==> src/rtl/core/obb_overlap_test_2d_defines.svh <==
// Assertion macros shared by the oriented-box overlap tester RTL.
`ifndef OBB_OVERLAP_TEST_2D_DEFINES_SVH
`define OBB_OVERLAP_TEST_2D_DEFINES_SVH

// Same-cycle implication, sampled on clk, off while rst_n is low.
`define OBB_ASSERT_NOW(lbl, ante, cons, msg) \
    lbl: assert property (@(posedge clk) disable iff (!rst_n) (ante) |-> (cons)) \
        else $error(msg);

// Next-cycle implication, sampled on clk, off while rst_n is low.
`define OBB_ASSERT_NEXT(lbl, ante, cons, msg) \
    lbl: assert property (@(posedge clk) disable iff (!rst_n) (ante) |=> (cons)) \
        else $error(msg);

`endif

==> src/rtl/core/obbot_pkg.sv <==
// Shared types and constants of the oriented-box overlap tester.
package obbot_pkg;

    // Opcode of an input word
    localparam logic OP_STORE = 1'b0;
    localparam logic OP_TEST  = 1'b1;

    // Width of the slot fields on the ports
    localparam int SLOT_FIELD_W = 4;
    localparam int SLOT_CODES   = 1 << SLOT_FIELD_W;

    // Largest positive Q16.16 distance or radius
    localparam logic [30:0] POS_MAX = 31'h7FFF_FFFF;

    // One box as held in the table
    typedef struct packed {
        logic [31:0] center_x;
        logic [31:0] center_y;
        logic [15:0] axis_u_x;
        logic [15:0] axis_u_y;
        logic [15:0] axis_v_x;
        logic [15:0] axis_v_y;
        logic [30:0] half_len_u;
        logic [30:0] half_len_v;
    } box_t;

    // Tag of the product issued to the shared multiplier
    typedef enum logic [3:0] {
        MOP_NONE,
        MOP_DIST0,
        MOP_DIST1,
        MOP_DOT0,
        MOP_DOT1,
        MOP_DOT2,
        MOP_DOT3,
        MOP_RAD0,
        MOP_RAD1
    } mop_t;

    // Sequencer to arithmetic unit
    typedef struct packed {
        mop_t op;
        logic clr;
    } alu_ctl_t;

    // Arithmetic unit to sequencer
    typedef struct packed {
        logic busy;
        logic sep;
    } alu_sts_t;

endpackage

==> src/rtl/core/obbot_box_mem.sv <==
// Box table: one write port, one read port with registered read data.
module obbot_box_mem #(
    parameter int BOX_SLOTS = 16,
    localparam int IDX_W = $clog2(BOX_SLOTS)
) (
    input  logic             clk,
    input  logic             wr_en,
    input  logic [IDX_W-1:0] wr_addr,
    input  obbot_pkg::box_t  wr_data,
    input  logic             rd_en,
    input  logic [IDX_W-1:0] rd_addr,
    output obbot_pkg::box_t  rd_data
);
    import obbot_pkg::*;

    box_t mem [BOX_SLOTS];
    box_t rd_data_reg;

    // Write a box word
    always_ff @(posedge clk)
    begin
        if (wr_en)
        begin
            mem[wr_addr] <= wr_data;
        end
    end

    // Read and hold until the next read
    always_ff @(posedge clk)
    begin
        if (rd_en)
        begin
            rd_data_reg <= mem[rd_addr];
        end
    end

    assign rd_data = rd_data_reg;

endmodule

==> config.mk <==
export PLATFORM = sky130hd
export DESIGN_NAME = obbot_box_mem
export DESIGN_NICKNAME = d
export VERILOG_FILES = /design/src/rtl/core/obb_overlap_test_2d_defines.svh /design/src/rtl/core/obbot_pkg.sv /design/src/rtl/core/obbot_box_mem.sv
export SDC_FILE = /design/constraint.sdc
export NUM_CORES = 2
export LEC_CHECK = 0
export ABC_AREA = 1
export BUFFER_PORTS_ARGS = -buffer_cell sky130_fd_sc_hd__buf_2
export CORE_UTILIZATION = 25
export DETAILED_ROUTE_END_ITERATION = 10
export MAX_ROUTING_LAYER = met4
export PLACE_DENSITY_LB_ADDON = 0.3
export SYNTH_ARGS = -nofsm -noshare
export SYNTH_HDL_FRONTEND = slang
export SYNTH_SLANG_ARGS = --single-unit
==> constraint.sdc <==
create_clock -name clk -period 33.4 [get_ports clk]
set_clock_uncertainty 0.2 [all_clocks]
set_input_delay 5.01 -clock clk [delete_from_list [all_inputs] [get_ports clk]]
set_output_delay 5.01 -clock clk [all_outputs]
set_load 0.05 [all_outputs]
---- Yosys cells after proc, flatten, opt, wreduce, memory -nomap -nowiden ----
Memory sizes are Yosys's and may differ from the RTL's. A register that Yosys moved wholly into a read port is not among the register bits.
Cells that the tools add are included.
storage, ports and cells
  bits in registers ....................... 0
  bits in writable memories ............... 3,040
  input port bits ......................... 201
  output and inout port bits .............. 190
  logic and storage cells ................. 3
  memories kept ........................... 1
memories
  name  depth  bits a word  rd ports  clocked after memory_dff  write ports  RTL line             RTL
  mem   16     190          1         1                         1            obbot_box_mem.sv:16  box_t mem [BOX_SLOTS];
cells by class
  mux-type cells .......................... 2
operator list
  operator           number
  1-bit two-way mux  2

---- Depth between registers and ports, before layout ----
  word-level depth ........................ 2
  depth in mapped cells ................... 11
  depth with buffers taken out ............ 7

---- Worst setup path before layout ----
Ideal clock, no wire load.
  kind .................................... input to register
  start ................................... input wr_addr[2]
  end ..................................... memory mem[10][0] (netlist name) (enable)
  library setup time ...................... 0.744 ns
  arrival ................................. 13.103 ns
  data required time ...................... 32.456 ns
  path slack .............................. 19.353 ns
  stages on the path ...................... 2
  buffers on the path ..................... 0
  cells stage by stage .................... nand3b_1 > nor2_1
RTL lines
  item             RTL line             RTL
  start, declared  obbot_box_mem.sv:8   input logic [IDX_W-1:0] wr_addr,
  end, declared    obbot_box_mem.sv:16
No word-level cell before the write port.

==> metrics.yaml <==
sta:
  rsz0062_at_grt: "false"
  finalCritPeriodShare: 0.3242
  slew_viol_final: 85
  fin_setup_tns_ns: 0
  min_period_ns: 10.83
  max-slew-margin-rel: -0.05423
  finalSetupViolCount: 0
  worst_pin_slew_ns: 1.581
  hold_violations: 0
  max_freq_ghz: 0.09236
layout:
  largest_register_ffs: 3040
  final_cells: 19125
  fill_cells: 53630
  syn_to_final_growth_pct: 15.68
  final_util: 0.2903
  ff_latch_area_um2: 96990
  drive_gt1_frac: 0.08951
  nNetsFinal: 12025
  final_common_cell: "nand2_1"
  most-common-layout-cells: "nand2_1 (4172), edfxtp_1 (3230), nand3_1 (2175)"
  final_cell_area_um2: 152400
  multi_input_area_um2: 26960
clocking:
  cts_tree: "built"
  cts_resized: 0
  cts.htree.levels: 5
  worstSkewPairLatency_ns: 0.98
  numCtsBuffers: 360
  cts-root-buf: "clkbuf_16"
  clockBufferDepth: 4
  path_clk_slew_ns: 0.06
  clock_sinks: 3230
  post-cts-setup-buffer-count: 0
  cts_hold_buffers: 0
status:
  outcome: "finished, violations left"
  failed_checks: "slew limit"
worst_setup_path:
  worst_ep_arrival_time_ns: 11.33
  critPathMaxFanout: 173
  critical_path_class: "input port to flop"
  cp-end-kind: "flop"
  r2r_cells: 6
  cp.required_ns: 33.90
  start_kind: "input port"
route:
  drtAntennaViolNets: 0
  viasPerCell: 4.333
  drt_iter0_drc: 6591
  drc: 0
  num_vias: 82862
  drt_pass1_iterations: 5
  post_drt_wl_per_cell_um: 20.19
  wl_mm: 386.1
logic_synthesis:
  synth_cell_type_count: 14
  netlist_area_um2: 131700
  syn_area_per_cell_um2: 11.43
  yosysSeqAreaShare: 0.7363
  syn_inst: 11527
  synth.net_count: 11728
  ys_warn_count: 0
  ys_ff_latch: 3230
floorplanning:
  coreArea_um2: 524900
  num_io_pins: 391
  rows: 266
  dieArea_um2: 529800
  dieHeight_um: 727.9
  die_w_um: 727.9
  start_util: 0.2510
placed_design:
  placed_cell_area_um2: 140900
  gp_congestion: 0.7215
  place.detailed.hpwl_mm: 190.7
  port_buffers: 390
  placedCellCount: 18430
power_and_ir_drop:
  powerDensity_nw_per_um2: 59.24
  p_leak_nw: 59.13
  ir_drop_mv: 0.04185
min_path:
  worstHoldPathCells: 6
  hp-class: "flop to flop"
grt:
  grt_pass1_vias: 80352
  grt-ovfl-total: 0
  grt_first_pass_wirelength_mm: 559.9
  grt.total_usage: 0.1455
  grt_max_degree: 182
  grt_antenna_before_repair: 103
job:
  maxCapViolCount: 0
[stage by stage]
stage	power [mW]	setup slack [ns]	hold WS (ns)
2_1_floorplan	5.044	19.35	0.4828
3_3_place_gp	5.271	21.54	0.5053
3_5_place_dp	5.273	21.48	0.5154
4_1_cts	9.140	22.56	0.4965
5_1_grt	9.335	22.13	0.5467
6_report	9.027	22.57	0.5138
[logic make-up after synthesis]
kind of cell,synth area share
flops,0.7363
simple gates,0.2038
buf+inv,0.05993
[worst max-delay path, stage by stage]
cell     delay (ns)
buf_12         0.18
inv_16         0.49
buf_4          0.79
buf_4          0.61
buf_4          0.79
buf_4          0.86
buf_4          0.85
buf_4          0.82
nand2_1        0.14
nand3_1        0.11
nand3_1        0.10
nand3_1        0.13
nand2_1        0.07
[layer usage]
metal,track usage,share of wire,vias up
met2,0.2358,0.47,2028
li1,-,-,39223
met4,0.03906,0.028,0
met5,-,0,-
met1,0.1903,0.45,40944
met3,0.02208,0.054,667
[path summary, 6_finish.rpt]
check                                  from      endpoint  slack [ns]
worst min register to register  mem[10][48]   rd_data[48]        0.51
worst max register to register  mem[13][71]   rd_data[71]       31.54
worst min-delay path            mem[10][48]   rd_data[48]        0.51
worst max-delay path             rd_addr[0]  rd_data[141]       22.57
[final cells by class]
| class | instances | share of cell area |
|---|---|---|
| timing repair buffer | 566 | 0.02283 |
| inverter | 1265 | 0.03142 |
| clock buffer | 461 | 0.06175 |
| tap | 6968 | 0.05721 |
| multi-input combinational | 6401 | 0.1769 |
| sequential | 3230 | 0.6365 |
| clock inverter | 187 | 0.01256 |
| antenna | 47 | 0.0007718 |
[report_power, final]
part	total, mW	internal [mW]	switching, mW
clock	3.85	2.18	1.67
combinational	0.581	0.131	0.450
sequential	4.60	4.57	0.0281
[cells in the mapped netlist, drive strengths merged]
cell | count | share of area
buf | 528 | 0.021
nand3b | 2 | 0.00011
or2 | 35 | 0.0017
nor2 | 17 | 0.00048
inv | 1265 | 0.036
nand2 | 4172 | 0.12
edfxtp | 3230 | 0.74
clkbuf | 103 | 0.0029
nand3 | 2175 | 0.083
Power figures use the tool's default switching activity.
